**config.mk**
```make
export PLATFORM = sky130hd
export DESIGN_NAME = wildcard_to_regex_escaper_core
export DESIGN_NICKNAME = d
export VERILOG_FILES = /design/src/rtl/wte_pkg.sv /design/src/rtl/wte_decode.sv /design/src/rtl/wildcard_to_regex_escaper_core.sv
export SDC_FILE = /design/constraint.sdc
export NUM_CORES = 1
export LEC_CHECK = 0
export ABC_AREA = 1
export CORE_ASPECT_RATIO = 2
export CORE_UTILIZATION = 55
export DETAILED_ROUTE_END_ITERATION = 8
export DONT_BUFFER_PORTS = 1
export PLACE_DENSITY = 0.78
export SETUP_SLACK_MARGIN = 0.4
export SKIP_CTS_REPAIR_TIMING = 1
export SKIP_LAST_GASP = 1
export SLEW_MARGIN = 20
export SYNTH_ARGS = -nofsm -noshare
export SYNTH_HDL_FRONTEND = slang
export SYNTH_HIERARCHICAL = 1
export SYNTH_SLANG_ARGS = --single-unit
```
**constraint.sdc**
```tcl
create_clock -name clk -period 3.9 [get_ports clk]
set_input_delay 0.78 -clock clk [delete_from_list [all_inputs] [get_ports clk]]
set_output_delay 0.78 -clock clk [all_outputs]
set_load 0.005 [all_outputs]
```
**src/rtl/wte_pkg.sv**
```systemverilog
// Package for the wildcard-to-regex escaper: character codes, sizes and the item plan type.
`default_nettype none
package wte_pkg;

	// Widths and sizes
	localparam int UNIT_W      = 16;
	localparam int MAX_RESULTS = 7;
	localparam int CNT_W       = $clog2(MAX_RESULTS + 1);
	localparam int BODY_MAX    = 5;
	localparam int CFG_IDX_W   = 1;
	localparam int CFG_DATA_W  = 1;

	// Configuration register indexes
	localparam logic [CFG_IDX_W-1:0] REG_WHOLE_LINE        = 1'd0;
	localparam logic [CFG_IDX_W-1:0] REG_ASTERISK_WILDCARD = 1'd1;

	// Character codes
	localparam logic [UNIT_W-1:0] CHR_NEWLINE   = 16'h000A;
	localparam logic [UNIT_W-1:0] CHR_SPACE     = 16'h0020;
	localparam logic [UNIT_W-1:0] CHR_DOLLAR    = 16'h0024;
	localparam logic [UNIT_W-1:0] CHR_LPAREN    = 16'h0028;
	localparam logic [UNIT_W-1:0] CHR_RPAREN    = 16'h0029;
	localparam logic [UNIT_W-1:0] CHR_ASTERISK  = 16'h002A;
	localparam logic [UNIT_W-1:0] CHR_DOT       = 16'h002E;
	localparam logic [UNIT_W-1:0] CHR_DIGIT_0   = 16'h0030;
	localparam logic [UNIT_W-1:0] CHR_DIGIT_9   = 16'h0039;
	localparam logic [UNIT_W-1:0] CHR_QUESTION  = 16'h003F;
	localparam logic [UNIT_W-1:0] CHR_UPPER_A   = 16'h0041;
	localparam logic [UNIT_W-1:0] CHR_UPPER_Z   = 16'h005A;
	localparam logic [UNIT_W-1:0] CHR_BACKSLASH = 16'h005C;
	localparam logic [UNIT_W-1:0] CHR_CARET     = 16'h005E;
	localparam logic [UNIT_W-1:0] CHR_LOWER_A   = 16'h0061;
	localparam logic [UNIT_W-1:0] CHR_LOWER_N   = 16'h006E;
	localparam logic [UNIT_W-1:0] CHR_LOWER_X   = 16'h0078;
	localparam logic [UNIT_W-1:0] CHR_LOWER_Z   = 16'h007A;
	localparam logic [UNIT_W-1:0] CTRL_LIMIT    = 16'h0020;
	localparam logic [UNIT_W-1:0] ASCII_LIMIT   = 16'h0080;

	// Everything one item expands to: result count and the units in order
	typedef struct packed {
		logic [CNT_W-1:0]                   count;
		logic [MAX_RESULTS-1:0][UNIT_W-1:0] units;
	} item_plan_t;

	// Lower-case hex digit for one nibble
	function automatic logic [UNIT_W-1:0] hex_digit(input logic [3:0] nib);
		logic [UNIT_W-1:0] ext;
		ext = {{(UNIT_W-4){1'b0}}, nib};
		if (nib < 4'd10) begin
			hex_digit = CHR_DIGIT_0 + ext;
		end else begin
			hex_digit = CHR_LOWER_A + ext - 16'd10;
		end
	endfunction

endpackage
`default_nettype wire

```
**src/rtl/wte_decode.sv**
```systemverilog
// Expands one held item into its list of regex text units and their count.
`default_nettype none
module wte_decode (
	input  wire logic                           whole_line,
	input  wire logic                           asterisk_wildcard,
	input  wire logic [wte_pkg::UNIT_W-1:0]     code_unit,
	input  wire logic                           has_char,
	input  wire logic                           first_unit,
	input  wire logic                           last_unit,
	output wte_pkg::item_plan_t                 plan
);

	logic                                            caret;
	logic                                            dollar;
	logic                                            passes;
	logic [wte_pkg::BODY_MAX-1:0][wte_pkg::UNIT_W-1:0] body;
	logic [wte_pkg::CNT_W-1:0]                       body_cnt;
	logic [wte_pkg::CNT_W-1:0]                       pos;

	// Units that go out unchanged
	assign passes = (code_unit >= wte_pkg::ASCII_LIMIT) || (code_unit == wte_pkg::CHR_SPACE)
		|| (code_unit >= wte_pkg::CHR_DIGIT_0 && code_unit <= wte_pkg::CHR_DIGIT_9)
		|| (code_unit >= wte_pkg::CHR_UPPER_A && code_unit <= wte_pkg::CHR_UPPER_Z)
		|| (code_unit >= wte_pkg::CHR_LOWER_A && code_unit <= wte_pkg::CHR_LOWER_Z);

	// Escape of the unit itself, without anchors
	always_comb begin
		body     = '0;
		body_cnt = '0;
		if (has_char) begin
			if (code_unit == wte_pkg::CHR_NEWLINE) begin
				body[0]  = wte_pkg::CHR_BACKSLASH;
				body[1]  = wte_pkg::CHR_LOWER_N;
				body_cnt = wte_pkg::CNT_W'(2);
			end else if (code_unit < wte_pkg::CTRL_LIMIT) begin
				body[0]  = wte_pkg::CHR_BACKSLASH;
				body[1]  = wte_pkg::CHR_LOWER_X;
				body[2]  = wte_pkg::hex_digit(code_unit[7:4]);
				body[3]  = wte_pkg::hex_digit(code_unit[3:0]);
				body_cnt = wte_pkg::CNT_W'(4);
			end else if (passes) begin
				body[0]  = code_unit;
				body_cnt = wte_pkg::CNT_W'(1);
			end else if (code_unit == wte_pkg::CHR_ASTERISK && asterisk_wildcard) begin
				body[0]  = wte_pkg::CHR_LPAREN;
				body[1]  = wte_pkg::CHR_DOT;
				body[2]  = wte_pkg::CHR_ASTERISK;
				body[3]  = wte_pkg::CHR_QUESTION;
				body[4]  = wte_pkg::CHR_RPAREN;
				body_cnt = wte_pkg::CNT_W'(5);
			end else begin
				body[0]  = wte_pkg::CHR_BACKSLASH;
				body[1]  = code_unit;
				body_cnt = wte_pkg::CNT_W'(2);
			end
		end
	end

	assign caret  = whole_line & first_unit;
	assign dollar = whole_line & last_unit;

	// Place caret, body and dollar into result slots
	always_comb begin
		plan.count = {{(wte_pkg::CNT_W-1){1'b0}}, caret} + body_cnt
			+ {{(wte_pkg::CNT_W-1){1'b0}}, dollar};
		pos = '0;
		for (int k = 0; k < wte_pkg::MAX_RESULTS; k++) begin
			pos = wte_pkg::CNT_W'(k) - {{(wte_pkg::CNT_W-1){1'b0}}, caret};
			plan.units[k] = '0;
			if (caret && k == 0) begin
				plan.units[k] = wte_pkg::CHR_CARET;
			end else if (pos < body_cnt) begin
				plan.units[k] = body[pos];
			end else if (dollar && pos == body_cnt) begin
				plan.units[k] = wte_pkg::CHR_DOLLAR;
			end
		end
	end

endmodule
`default_nettype wire

```
**src/rtl/wildcard_to_regex_escaper_core.sv**
```systemverilog
// Top level of the wildcard-to-regex escaper: item register, result sequencer, output register.
// Each accepted item (one pattern code unit) is held in an input register and expanded into
// 0 to 7 regex text units, which leave one per cycle, out_ready permitting, through a
// registered output, run_end marking the last unit of each item. An item with no result gives
// no output; the next item is taken as the last unit is loaded, so plain text runs at one item
// per clock with out_ready high, a rate set by the single output register. Write whole_line
// (index 0) and asterisk_wildcard (index 1) only while the block is idle; only bit 0 is kept.
`default_nettype none
module wildcard_to_regex_escaper_core (
	input  wire logic                               clk,
	input  wire logic                               arst_n,
	// configuration
	input  wire logic                               cfg_we,
	input  wire logic [wte_pkg::CFG_IDX_W-1:0]      cfg_index,
	input  wire logic [wte_pkg::CFG_DATA_W-1:0]     cfg_data,
	// input items
	input  wire logic                               in_valid,
	output logic                                    in_ready,
	input  wire logic [wte_pkg::UNIT_W-1:0]         code_unit,
	input  wire logic                               has_char,
	input  wire logic                               first_unit,
	input  wire logic                               last_unit,
	// result items
	output logic                                    out_valid,
	input  wire logic                               out_ready,
	output logic [wte_pkg::UNIT_W-1:0]              out_unit,
	output logic                                    run_end
);

	logic                           whole_line_q;
	logic                           asterisk_wildcard_q;
	logic                           valid_s1;
	logic [wte_pkg::UNIT_W-1:0]     unit_s1;
	logic                           has_s1;
	logic                           first_s1;
	logic                           last_s1;
	logic [wte_pkg::CNT_W-1:0]      idx_q;
	logic                           out_valid_q;
	logic [wte_pkg::UNIT_W-1:0]     out_unit_q;
	logic                           run_end_q;
	wte_pkg::item_plan_t            plan;
	logic                           out_load;
	logic                           emit;
	logic                           emit_last;
	logic                           s1_done;

	// Configuration registers
	always_ff @(posedge clk or negedge arst_n) begin
		if (!arst_n) begin
			whole_line_q        <= 1'b0;
			asterisk_wildcard_q <= 1'b0;
		end else if (cfg_we) begin
			case (cfg_index)
				wte_pkg::REG_WHOLE_LINE:        whole_line_q        <= cfg_data[0];
				wte_pkg::REG_ASTERISK_WILDCARD: asterisk_wildcard_q <= cfg_data[0];
				default: ;
			endcase
		end
	end

	wte_decode u_decode (
		.whole_line        (whole_line_q),
		.asterisk_wildcard (asterisk_wildcard_q),
		.code_unit         (unit_s1),
		.has_char          (has_s1),
		.first_unit        (first_s1),
		.last_unit         (last_s1),
		.plan              (plan)
	);

	// Sequencing: one unit per cycle into the output register while it can load
	assign out_load  = !out_valid_q || out_ready;
	assign emit      = valid_s1 && (plan.count != '0) && out_load;
	assign emit_last = emit && (idx_q == plan.count - wte_pkg::CNT_W'(1));
	assign s1_done   = valid_s1 && ((plan.count == '0) || emit_last);
	assign in_ready  = !valid_s1 || s1_done;

	// Held item
	always_ff @(posedge clk or negedge arst_n) begin
		if (!arst_n) begin
			valid_s1 <= 1'b0;
		end else if (in_ready) begin
			valid_s1 <= in_valid;
		end
	end

	always_ff @(posedge clk) begin
		if (in_ready && in_valid) begin
			unit_s1  <= code_unit;
			has_s1   <= has_char;
			first_s1 <= first_unit;
			last_s1  <= last_unit;
		end
	end

	// Result index within the held item
	always_ff @(posedge clk or negedge arst_n) begin
		if (!arst_n) begin
			idx_q <= '0;
		end else if (emit_last) begin
			idx_q <= '0;
		end else if (emit) begin
			idx_q <= idx_q + wte_pkg::CNT_W'(1);
		end
	end

	// Output register
	always_ff @(posedge clk or negedge arst_n) begin
		if (!arst_n) begin
			out_valid_q <= 1'b0;
		end else if (out_load) begin
			out_valid_q <= emit;
		end
	end

	always_ff @(posedge clk) begin
		if (emit) begin
			out_unit_q <= plan.units[idx_q];
			run_end_q  <= emit_last;
		end
	end

	assign out_valid = out_valid_q;
	assign out_unit  = out_unit_q;
	assign run_end   = run_end_q;

	// Checks
	a_idx_in_range: assert property (@(posedge clk) disable iff (!arst_n)
		valid_s1 && (plan.count != '0) |-> idx_q < plan.count)
		else $error("result index beyond item result count");

	a_idx_idle_zero: assert property (@(posedge clk) disable iff (!arst_n)
		!valid_s1 |-> idx_q == '0)
		else $error("result index not cleared with no held item");

	a_last_frees: assert property (@(posedge clk) disable iff (!arst_n)
		emit_last |=> idx_q == '0 && out_valid_q && run_end_q)
		else $error("last result did not close the item");

	a_no_accept_mid: assert property (@(posedge clk) disable iff (!arst_n)
		in_ready && valid_s1 |-> s1_done)
		else $error("new item taken while results still pending");

endmodule
`default_nettype wire

```
**Word-level counts from Yosys, hierarchy flattened**

Cells that the tools add are included.

- Register bits: 43
- Input port bits: 26
- Logic and storage cells: 146

- Add/sub/neg operators: 17
- Order comparisons: 25
- Equal/unequal tests: 11
- Multiplexer cells: 49
- Bitwise logic cells: 3
- Reductions and logical operators: 30

Operators with widths:

| cell | number |
|---|---|
| $bmux 16 s3 | 8 |
| $mux 16 | 20 |
| $mux 64 | 2 |
| $mux 80 | 1 |
| $mux 32 | 2 |
| $mux 48 | 1 |
| $mux 6 | 7 |
| $mux 38 | 1 |
| $eq 16x6->1 const B | 2 |
| $ge 16x7->1 const B | 2 |
| $le 16x7->1 const B | 2 |
| $lt 3x4->1 const B | 8 |
| $sub 16x4->16 const B | 2 |
| $eq 3x3->1 | 8 |
| $lt 3x3->1 | 7 |
| $mux 3 | 7 |
| $add 7x4->8 const A | 2 |
| $eq 16x4->1 const B | 1 |
| $ge 16x6->1 const B | 1 |
| $ge 16x8->1 const B | 1 |
| $le 16x6->1 const B | 1 |
| $logic_and 1x1->1 | 16 |
| $lt 16x6->1 const B | 1 |
| $add 6x4->7 const A | 2 |
| other kinds (17) | 30 |

**Logic depth before layout (Yosys ltp)**

Gate-level depths: netlist of run 1.

- Depth after elaboration: 19
- Depth in mapped cells: 25
- Gate-level depth less buffers: 25

**By module**

Netlist of run 1, hierarchy kept.

Modules (own cells, without submodules):

| module | times used | cells an instance | area each (µm²) | sequential area each (µm²) |
|---|---|---|---|---|
| wildcard_to_regex_escaper_core | 1 | 318 | 2582.5 | 1256.2 |
| wte_decode | 1 | 403 | 2239.6 | 0.0 |

**Least setup slack after synthesis of run 1**

Ideal clock, no wire load.

- Path type: register -> register
- Start point: register unit_s1[1] (netlist bit)
- End point: register first_s1 (enable)
- Library setup time: 0.382 ns
- Arrival: 3.520 ns
- Data required time: 3.518 ns
- Setup slack: -0.002 ns
- Cell stages (with the launch flop): 25
- Cells stage by stage: edfxtp_1 > inv_1 > ha_1 > inv_1 > nor2_1 > nand2_1 > nand2_1 > nand2_1 > nand2_1 > nand2_1 > nand2_4 > nand4_1 > nand3_1 > inv_1 > fa_1 > ha_1 > inv_1 > ha_1 > inv_1 > nand2_1 > nand2_1 > nand2_1 > nor2_2 > nand2_2 > a21oi_2

RTL lines:

| item | RTL line | RTL |
|---|---|---|
| start: declaration | wildcard_to_regex_escaper_core.sv:33 | `logic [wte_pkg::UNIT_W-1:0] unit_s1;` |
| start signal: assignment | wildcard_to_regex_escaper_core.sv:89 | `unit_s1 <= code_unit;` |
| end signal: assignment | wildcard_to_regex_escaper_core.sv:91 | `first_s1 <= first_unit;` |
| end: declaration | wildcard_to_regex_escaper_core.sv:35 | `logic first_s1;` |

==> impl_metrics.json, run 1 <==
{
  "post_dp_cell_area_mm2": 0.00473,
  "ioPinCount": 45,
  "clk_pin_slew_ps": 70,
  "p_leak_nw": 2.35,
  "synthCells": 721,
  "grt_pass1_wl_mm": 19.6,
  "gp_congestion": 0.922,
  "cp-startpoint": "unit_s1[0]",
  "portBuffers": 0,
  "rows": 48,
  "final_nets": 777,
  "timing.rr.start": "unit_s1[0]",
  "num_vias": 4506,
  "diodes": 0,
  "avgSynthCellArea_um2": 6.69,
  "finalCritPeriodShare": 1.04,
  "seq_area_mm2": 0.00126,
  "powerDensity_mw_per_mm2": 652,
  "dp_cells": 810,
  "clock_latency_ps": 300,
  "ys_types": 41,
  "dr.first_iter.drc_count": 259,
  "r2r_slack_ps": 50,
  "dr.pass1.iters": 5,
  "cts_tree": "built",
  "grt_max_degree": 65,
  "hold_slack_ps": 168,
  "remaining_drc_errors": 0,
  "multi_input_area_mm2": 0.00309,
  "stdcell_count": 831,
  "core_area_mm2": 0.00859,
  "routedWlPerCell_um": 14.8,
  "violations": "negative setup slack",
  "clock_skew_ps": 8.55,
  "clockRootBuffer": "clkbuf_16",
  "cpPeakStageDelay_ps": 470,
  "cts_buffers": 5,
  "arrival_ps": 3270,
  "routed_via_density": 5.42,
  "clk_path_buf_depth": 2,
  "synth-seq-cells": 43,
  "clock.fmax_mhz": 247,
  "cp_slowest_cell": "edfxtp_1",
  "crit_chain": "inv_2 > ha_4 > inv_4 > nor2_4 > nand2_2 > nand2_1 > nand2_1 > nand2_1 > nand2_2 > nand2_4 > nand4_1 > nand3_2 > inv_2 > fa_2 > ha_4 > xor2_2 > inv_2 > nand2_1 > nand3_2 > nor2_2 > nand2_2 > nand2_2",
  "fill_cells": 791,
  "final_area_mm2": 0.00519,
  "final_max_slew_viol_count": 0,
  "die_w_um": 68.2,
  "critical_path_required_ps": 3120,
  "cp_top_family": "simple AND/OR/NAND/NOR gates",
  "ys_async_sr_fraction": 0.163,
  "drtAntennaViolNets": 0,
  "reg2reg_depth": 28,
  "r2r-end": "out_unit[2]",
  "path_max_fanout": 6,
  "hold_violations": 0,
  "tightest_slew_ps": 668,
  "cts.htree.levels": 2,
  "yosys_most_used_dff": "edfxtp_1",
  "yosysSeqAreaShare": 0.261,
  "fin_crit_ps": 4050,
  "layout_setup_ws_ps": -148,
  "yosys_warnings": 6,
  "path_buf_inv": 4,
  "status": "complete, but fails checks",
  "hold_path.class": "in2async",
  "track_usage": 0.282,
  "die_h_um": 134,
  "critPathLaunchType": "flop",
  "rsz0062_at_grt": "yes",
  "drive_above_1_share": 0.194,
  "overflow": 0,
  "wl_mm": 12.3,
  "report.final.setup_viol": 1,
  "start_util": 0.561,
  "hpwl_mm": 9.22,
  "clock-sinks": 43,
  "pre_cts_ws_ps": -31.0,
  "antenna_found_initial": 0,
  "ir_drop_v": 0.000483,
  "crit_type": "reg2out",
  "synthToLayoutAreaGrowth_pct": 7.65,
  "first_global_vias": 4176,
  "synth-edff-count": 36,
  "slew_headroom": 0.555,
  "synth_area_mm2": 0.00482,
  "die_area_mm2": 0.00917,
  "cp-end-kind": "output pin",
  "max-cap-violations": 0
}
[through the flow]
step | TNS (ps) | util | power, mW
2_1_floorplan | 0 | - | 2.42
3_3_place_gp | 0 | 0.550 | 2.69
3_5_place_dp | -31.0 | 0.550 | 2.73
4_1_cts | -406 | 0.568 | 3.18
5_1_grt | -910 | 0.604 | 3.69
6_report | -148 | 0.604 | 3.39
[per-layer routing]
| metal | share of wire | vias to the layer above | GRT usage | routed length, µm |
|---|---|---|---|---|
| met5 | 0 | - | 0 | 0 |
| met4 | 0.051 | 0 | 0.159 | 621 |
| met3 | 0.023 | 43 | 0.0408 | 277 |
| met2 | 0.55 | 116 | 0.498 | 6770 |
| met1 | 0.37 | 2072 | 0.303 | 4590 |
| li1 | - | 2275 | - | - |
[final cells by class]
type | count | share of cell area
Clock buffer | 5 | 0.0241
Clock inverter | 3 | 0.00506
Inverter | 60 | 0.0458
Multi-Input combinational cell | 581 | 0.595
Sequential cell | 43 | 0.242
Tap cell | 100 | 0.0241
Timing Repair Buffer | 39 | 0.0641
[layout by cell type, fill, tap and decap left out, types with 6 or more instances in the layout]
master / instances
conb_1: 53
nand3_2: 6
a21oi_1: 13
ha_1: 15
o21ai_1: 29
nor3_1: 11
nand3_1: 45
buf_4: 33
nand2_1: 164
nand2_2: 16
nand4_1: 7
edfxtp_1: 36
nor2_2: 10
nor2_1: 96
inv_2: 20
dfrtp_1: 7
inv_1: 36
o22ai_1: 15
o21ai_0: 55
nor2_4: 6
[how the worst max path moves through the flow]
stage,endpoint,cells after the start,slack [ps]
after CTS,in_ready,24,-360
after detailed placement,in_ready,24,-30
after global routing,in_ready,24,-350
after global placement,in_ready,24,40
after floorplan,in_ready,24,170
final,in_ready,22,-150
[kinds of logic (layout without fill, tap and decap cells)]
group | Yosys count | after routing | share of synthesized area
AO/OA/AOI/OAI | 129 | 129 | 0.147
AND/OR/NAND/NOR | 376 | 376 | 0.349
buffers and inverters | 149 | 107 | 0.183
other | 1 | 53 | 0.000778
adder cells (fa/ha/maj) | 21 | 21 | 0.0560
flip-flops | 43 | 43 | 0.261
XOR/XNOR | 2 | 2 | 0.00363
[power breakdown]
group          total, mW  internal (mW)  switching [mW]  leakage, nW
clock network      0.442          0.243           0.198       0.0748
registers          0.944          0.782           0.162        0.425
logic               2.00          0.697            1.30         1.85
[registers in the layout (all words and copies together), names as in the netlist]
| register | cells |
|---|---|
| asterisk_wildcard_q | 1 |
| out_valid | 1 |
| valid_s1 | 1 |
| first_s1 | 1 |
| last_s1 | 1 |
| unit_s1 | 16 |
| run_end | 1 |
| has_s1 | 1 |
| whole_line_q | 1 |
| out_unit | 16 |
| idx_q | 3 |
[cells in the mapped netlist, types with 3 or more instances]
library cell	count	share of area
clkbuf_1	6	0.0047
nand2_1	170	0.13
edfxtp_1	36	0.22
nor2_2	6	0.0078
buf_6	9	0.021
nand4_1	7	0.0091
o22ai_1	16	0.021
inv_2	11	0.0086
a21oi_1	17	0.018
nor3_1	14	0.015
buf_4	63	0.098
nand3_1	47	0.049
inv_1	47	0.037
nor2_1	103	0.080
nand3_2	5	0.010
ha_1	20	0.052
o21ai_1	25	0.026
nor2_4	3	0.0070
buf_2	8	0.0083
nand2_2	11	0.014
o21ai_0	59	0.061
a21oi_2	5	0.0091
dfrtp_1	7	0.036
Note: power is estimated with default switching activity, not from simulation.
==> run 2, diff against run 1 <==
--- a/config.mk
+++ b/config.mk
@@ -10,7 +10,7 @@
 export CORE_UTILIZATION = 55
 export DETAILED_ROUTE_END_ITERATION = 8
 export DONT_BUFFER_PORTS = 1
-export PLACE_DENSITY = 0.78
+export PLACE_DENSITY = 0.83
 export SETUP_SLACK_MARGIN = 0.4
 export SKIP_CTS_REPAIR_TIMING = 1
 export SKIP_LAST_GASP = 1
==> run 2 against run 1 <==
- the run still ends with negative setup slack left
- sequential share of layout area is 0.13 points higher
- global-route usage shrank 0.39 points
- via count about the same
- final cell count shrank 0.48%
- worst hold slack better by 4.5 ps
- wire length is 0.33% lower
- non-clock buffer count decreased by 4
- combinational power about the same
- utilization decreased by 0.32 points
- register-to-register slack better by 160 ps
==> impl_metrics.json, run 2 (synthesis gave the netlist of run 1 again) <==
{
  "status": "complete, but fails checks",
  "violations": "negative setup slack",
  "diodes": 0,
  "layout_setup_ws_ps": -188,
  "ir_drop_v": 0.000518,
  "p_leak_nw": 2.33,
  "final_nets": 773,
  "clockRootBuffer": "clkbuf_16",
  "multi_input_area_mm2": 0.00310,
  "cts_buffers": 5,
  "clk_path_buf_depth": 2,
  "num_vias": 4502,
  "routed_via_density": 5.44,
  "final_core_util": 0.601,
  "cp-startpoint": "unit_s1[0]",
  "powerDensity_mw_per_mm2": 657,
  "clock_skew_ps": 4.62,
  "cp-end-kind": "output pin",
  "final_max_slew_viol_count": 0,
  "timing.rr.start": "unit_s1[0]",
  "ioPinCount": 45,
  "fill_cells": 795,
  "dr.first_iter.drc_count": 376,
  "clock-sinks": 43,
  "rsz0062_at_grt": "yes",
  "start_util": 0.561,
  "post_dp_cell_area_mm2": 0.00473,
  "cpPeakStageDelay_ps": 490,
  "clk_pin_slew_ps": 70,
  "remaining_drc_errors": 0,
  "grt_pass1_wl_mm": 19.5,
  "track_usage": 0.278,
  "hold_slack_ps": 172,
  "hold_violations": 0,
  "cts_tree": "built",
  "cts.htree.levels": 2,
  "arrival_ps": 3310,
  "wl_mm": 12.2,
  "layout_commonest_cell": "nand2_1",
  "path_max_fanout": 4,
  "critPathLaunchType": "flop",
  "finalCritPeriodShare": 1.05,
  "tightest_slew_ps": 681,
  "dr.pass1.iters": 5,
  "hpwl_mm": 9.24,
  "fin_crit_ps": 4090,
  "overflow": 0,
  "crit_chain": "inv_2 > ha_4 > inv_2 > nor2_4 > nand2_2 > nand2_1 > a21oi_2 > nand2_2 > nand4_1 > nand3_2 > inv_2 > fa_2 > ha_4 > inv_4 > ha_4 > nand2_2 > nand2_1 > nand2_1 > nor2_2 > nand2_2 > nand2_2",
  "routedWlPerCell_um": 14.8,
  "path_common_cell": "nand2_2",
  "report.final.setup_viol": 1,
  "antenna_found_initial": 0,
  "slew_headroom": 0.546,
  "gp_congestion": 0.929,
  "die_h_um": 134,
  "layout_common_cells": "160 x nand2_1, 100 x nor2_1, 55 x o21ai_0, 53 x conb_1, 45 x nand3_1",
  "rows": 48,
  "reg2reg_depth": 23,
  "grt_max_degree": 65,
  "hold_path.class": "in2async",
  "clock.fmax_mhz": 245,
  "cp_slowest_cell": "edfxtp_1",
  "critical_path_required_ps": 3120,
  "crit_type": "reg2out",
  "portBuffers": 0,
  "final_area_mm2": 0.00516,
  "drive_above_1_share": 0.199,
  "clock_latency_ps": 290,
  "max-cap-violations": 0,
  "seq_area_mm2": 0.00126,
  "first_global_vias": 4289,
  "core_area_mm2": 0.00859,
  "synthToLayoutAreaGrowth_pct": 7.08,
  "die_area_mm2": 0.00917,
  "drtAntennaViolNets": 0,
  "die_w_um": 68.2
}
run 2: stage by stage:
step	setup slack (ps)	cells	TNS [ps]	power [mW]
6_report	-188	827	-188	3.39
5_1_grt	-351	827	-400	3.71
4_1_cts	-294	818	-315	3.18
3_5_place_dp	8.11	810	0	2.74
3_3_place_gp	82.9	810	0	2.68
2_1_floorplan	174	773	0	2.42
run 2: power breakdown:
group	internal (mW)	leakage (nW)	switching, mW
Clock	0.243	0.0748	0.192
Sequential	0.782	0.425	0.166
Combinational	0.694	1.83	1.31
Total	1.72	2.33	1.67
run 2: area by class of cell:
class | instances | area share
Inverter | 60 | 0.0456
Sequential cell | 43 | 0.243
Clock buffer | 5 | 0.0242
Tap cell | 100 | 0.0242
Multi-Input combinational cell | 581 | 0.601
Timing Repair Buffer | 35 | 0.0569
Clock inverter | 3 | 0.00509
run 2: final timing paths:
check	slack, ps	end
min in group clk	560	out_valid
max in group asynchronous	3660	whole_line_q
setup / recovery	-190	in_ready
setup reg to reg	210	unit_s1[0]
hold / removal	170	out_valid
hold reg to reg	560	out_valid
run 2: routing by layer:
layer  share of wire  global-route usage  vias to the layer above
li1                -                   -                     2262
met1            0.35               0.293                     2021
met2            0.54               0.483                      166
met3           0.041              0.0366                       53
met4           0.067               0.191                        0
met5               0                   0                        -
run 2: critical path: cells and delay by family (launching register included):
kind / cells / cell delay [ps]
AND/OR/NAND/NOR: 12 / 1070
AO/OA/AOI/OAI: 1 / 90
flip-flops: 1 / 490
buffers and inverters: 4 / 290
adder cells (fa/ha/maj): 4 / 1070
==> run 3, diff against run 2 <==
--- a/config.mk
+++ b/config.mk
@@ -10,7 +10,7 @@
 export CORE_UTILIZATION = 55
 export DETAILED_ROUTE_END_ITERATION = 8
 export DONT_BUFFER_PORTS = 1
-export PLACE_DENSITY = 0.83
+export PLACE_DENSITY = 0.8
 export SETUP_SLACK_MARGIN = 0.4
 export SKIP_CTS_REPAIR_TIMING = 1
 export SKIP_LAST_GASP = 1
==> constraint.sdc (replaced) <==
create_clock -name clk -period 5.2 [get_ports clk]
set_input_delay 1.04 -clock clk [delete_from_list [all_inputs] [get_ports clk]]
set_output_delay 1.04 -clock clk [all_outputs]
set_load 0.005 [all_outputs]
==> run 3 against run 2 <==
- the run now ends clean
- critical path type unchanged
- setup slack gained 780 ps
- non-clock buffer count shrank 14
- sequential cell count is the same
- sequential power shrank 24%
- worst hold slack gained 260 ps
- die area is the same
- utilization shrank 3.6 points
- largest cell class unchanged
- wire length shrank 1.9%
- highest routed layer unchanged
- combinational power shrank 33%
- register-to-register slack gained 710 ps
- via count shrank 1.4%
- critical endpoint unchanged
==> impl_metrics.json, run 3 (synthesis gave the netlist of run 1 again) <==
{
  "intPower_mw": 1.20,
  "report.final.setup_viol": 0,
  "die_w_um": 68.2,
  "clk_path_buf_depth": 2,
  "pwr-share-clk": 0.138,
  "gp_congestion": 0.960,
  "dr.pass1.iters": 5,
  "hpwl_mm": 9.03,
  "dr.first_iter.drc_count": 394,
  "clock-sinks": 43,
  "finalCritPeriodShare": 0.886,
  "overflow": 0,
  "p_comb_frac": 0.560,
  "critical_path_required_ps": 4160,
  "crit_type": "reg2out",
  "first_global_vias": 4220,
  "slew_headroom": 0.534,
  "cts.htree.levels": 2,
  "ioPinCount": 45,
  "switching_share": 0.498,
  "grt_pass1_wl_mm": 19.3,
  "antenna_found_initial": 0,
  "clock.fmax_mhz": 217,
  "cp-startpoint": "unit_s1[8]",
  "seq_power_share": 0.303,
  "cts_tree": "built",
  "hold_slack_ps": 431,
  "portBuffers": 0,
  "clk_pin_slew_ps": 70,
  "cts_buffers": 5,
  "critPathLaunchType": "flop",
  "arrival_ps": 3570,
  "layout_common_cells": "169 x nand2_1, 101 x nor2_1, 59 x o21ai_0, 53 x conb_1, 46 x nand3_1",
  "powerDensity_mw_per_mm2": 492,
  "ir_drop_v": 0.000330,
  "rsz0062_at_grt": "no",
  "tightest_slew_ps": 699,
  "status": "complete, no violations",
  "setup_tns_ps": 0,
  "routedWlPerCell_um": 14.8,
  "fill_cells": 828,
  "max-cap-violations": 0,
  "path_max_fanout": 11,
  "netSwitchingPower_mw": 1.19,
  "fin_crit_ps": 4610,
  "clock_latency_ps": 300,
  "hold_violations": 0,
  "start_util": 0.561,
  "synthToLayoutAreaGrowth_pct": 0.701,
  "timing.rr.start": "unit_s1[0]",
  "diodes": 0,
  "layout_setup_ws_ps": 591,
  "track_usage": 0.278,
  "num_vias": 4438,
  "grt_max_degree": 65,
  "final_max_slew_viol_count": 0,
  "rows": 48,
  "die_area_mm2": 0.00917,
  "cp-end-kind": "output pin",
  "core_area_mm2": 0.00859,
  "routed_via_density": 5.46,
  "wl_mm": 12.0,
  "pre_cts_ws_ps": 811,
  "drive_above_1_share": 0.133,
  "remaining_drc_errors": 0,
  "clock_skew_ps": 7.01,
  "layout_commonest_cell": "nand2_1",
  "p_leak_nw": 2.23,
  "final_nets": 759,
  "hold_path.class": "in2async",
  "drtAntennaViolNets": 0,
  "die_h_um": 134,
  "clockRootBuffer": "clkbuf_16"
}
==> run 3: per-stage QoR <==
stage                     area [µm²]  power, mW  instances   util
final                           4860       2.39        813  0.565
after global routing            4860       2.62        813  0.565
after CTS                       4690       2.31        799  0.547
after detailed placement        4540       1.98        791  0.529
after global placement          4540       1.94        791  0.529
after floorplan                 5020       1.80        773      -
==> run 3: layout make-up <==
| class | instances | area [µm²] | area share |
|---|---|---|---|
| inverters | 60 | 233 | 0.0479 |
| repair buffers | 21 | 161 | 0.0332 |
| well taps | 100 | 125 | 0.0258 |
| flip-flops and latches | 43 | 1260 | 0.259 |
| clock buffers | 5 | 125 | 0.0258 |
| multi-input cells | 581 | 2930 | 0.603 |
| clock inverters | 3 | 26.3 | 0.00541 |
==> run 3: path summary, 6_finish.rpt <==
path                                 to  slack (ps)  cells after the start
max in group asynchronous  whole_line_q        4700                      0
setup reg to reg            out_unit[0]         920                     23
hold / removal                 idx_q[2]         430                      0
min in group clk              out_valid         520                      2
hold reg to reg               out_valid         520                      2
setup / recovery               in_ready         590                     19
==> run 3: layer usage <==
layer,global-route usage,part of all wire,wire length (µm)
met2,0.492,0.54,6510
met4,0.179,0.059,704
met3,0.0425,0.034,406
met1,0.284,0.36,4370
met5,0,0,0
==> run 3: critical path, cell delays in order, from the launching register on <==
cell and delay, ps:
edfxtp_1 510, nor2_1 90, nand2_2 150, nor2_8 70
nand3_2 60, buf_4 200, inv_1 140, a21oi_2 380
nand3_2 140, inv_2 120, fa_2 480, inv_1 200
ha_4 240, inv_1 50, nand2_1 40, nand2_1 70
nand2_1 60, nor2_2 110, nand2_2 90, nand2_2 90
==> run 3: power groups by stage <==
stage / Combinational [mW] / Clock [mW] / Sequential (mW)
final: 1.34 / 0.329 / 0.722
after global placement: 1.22 / 0 / 0.723
after floorplan: 1.13 / 0 / 0.667
after global routing: 1.52 / 0.353 / 0.753
after CTS: 1.25 / 0.338 / 0.722
after detailed placement: 1.25 / 0 / 0.729
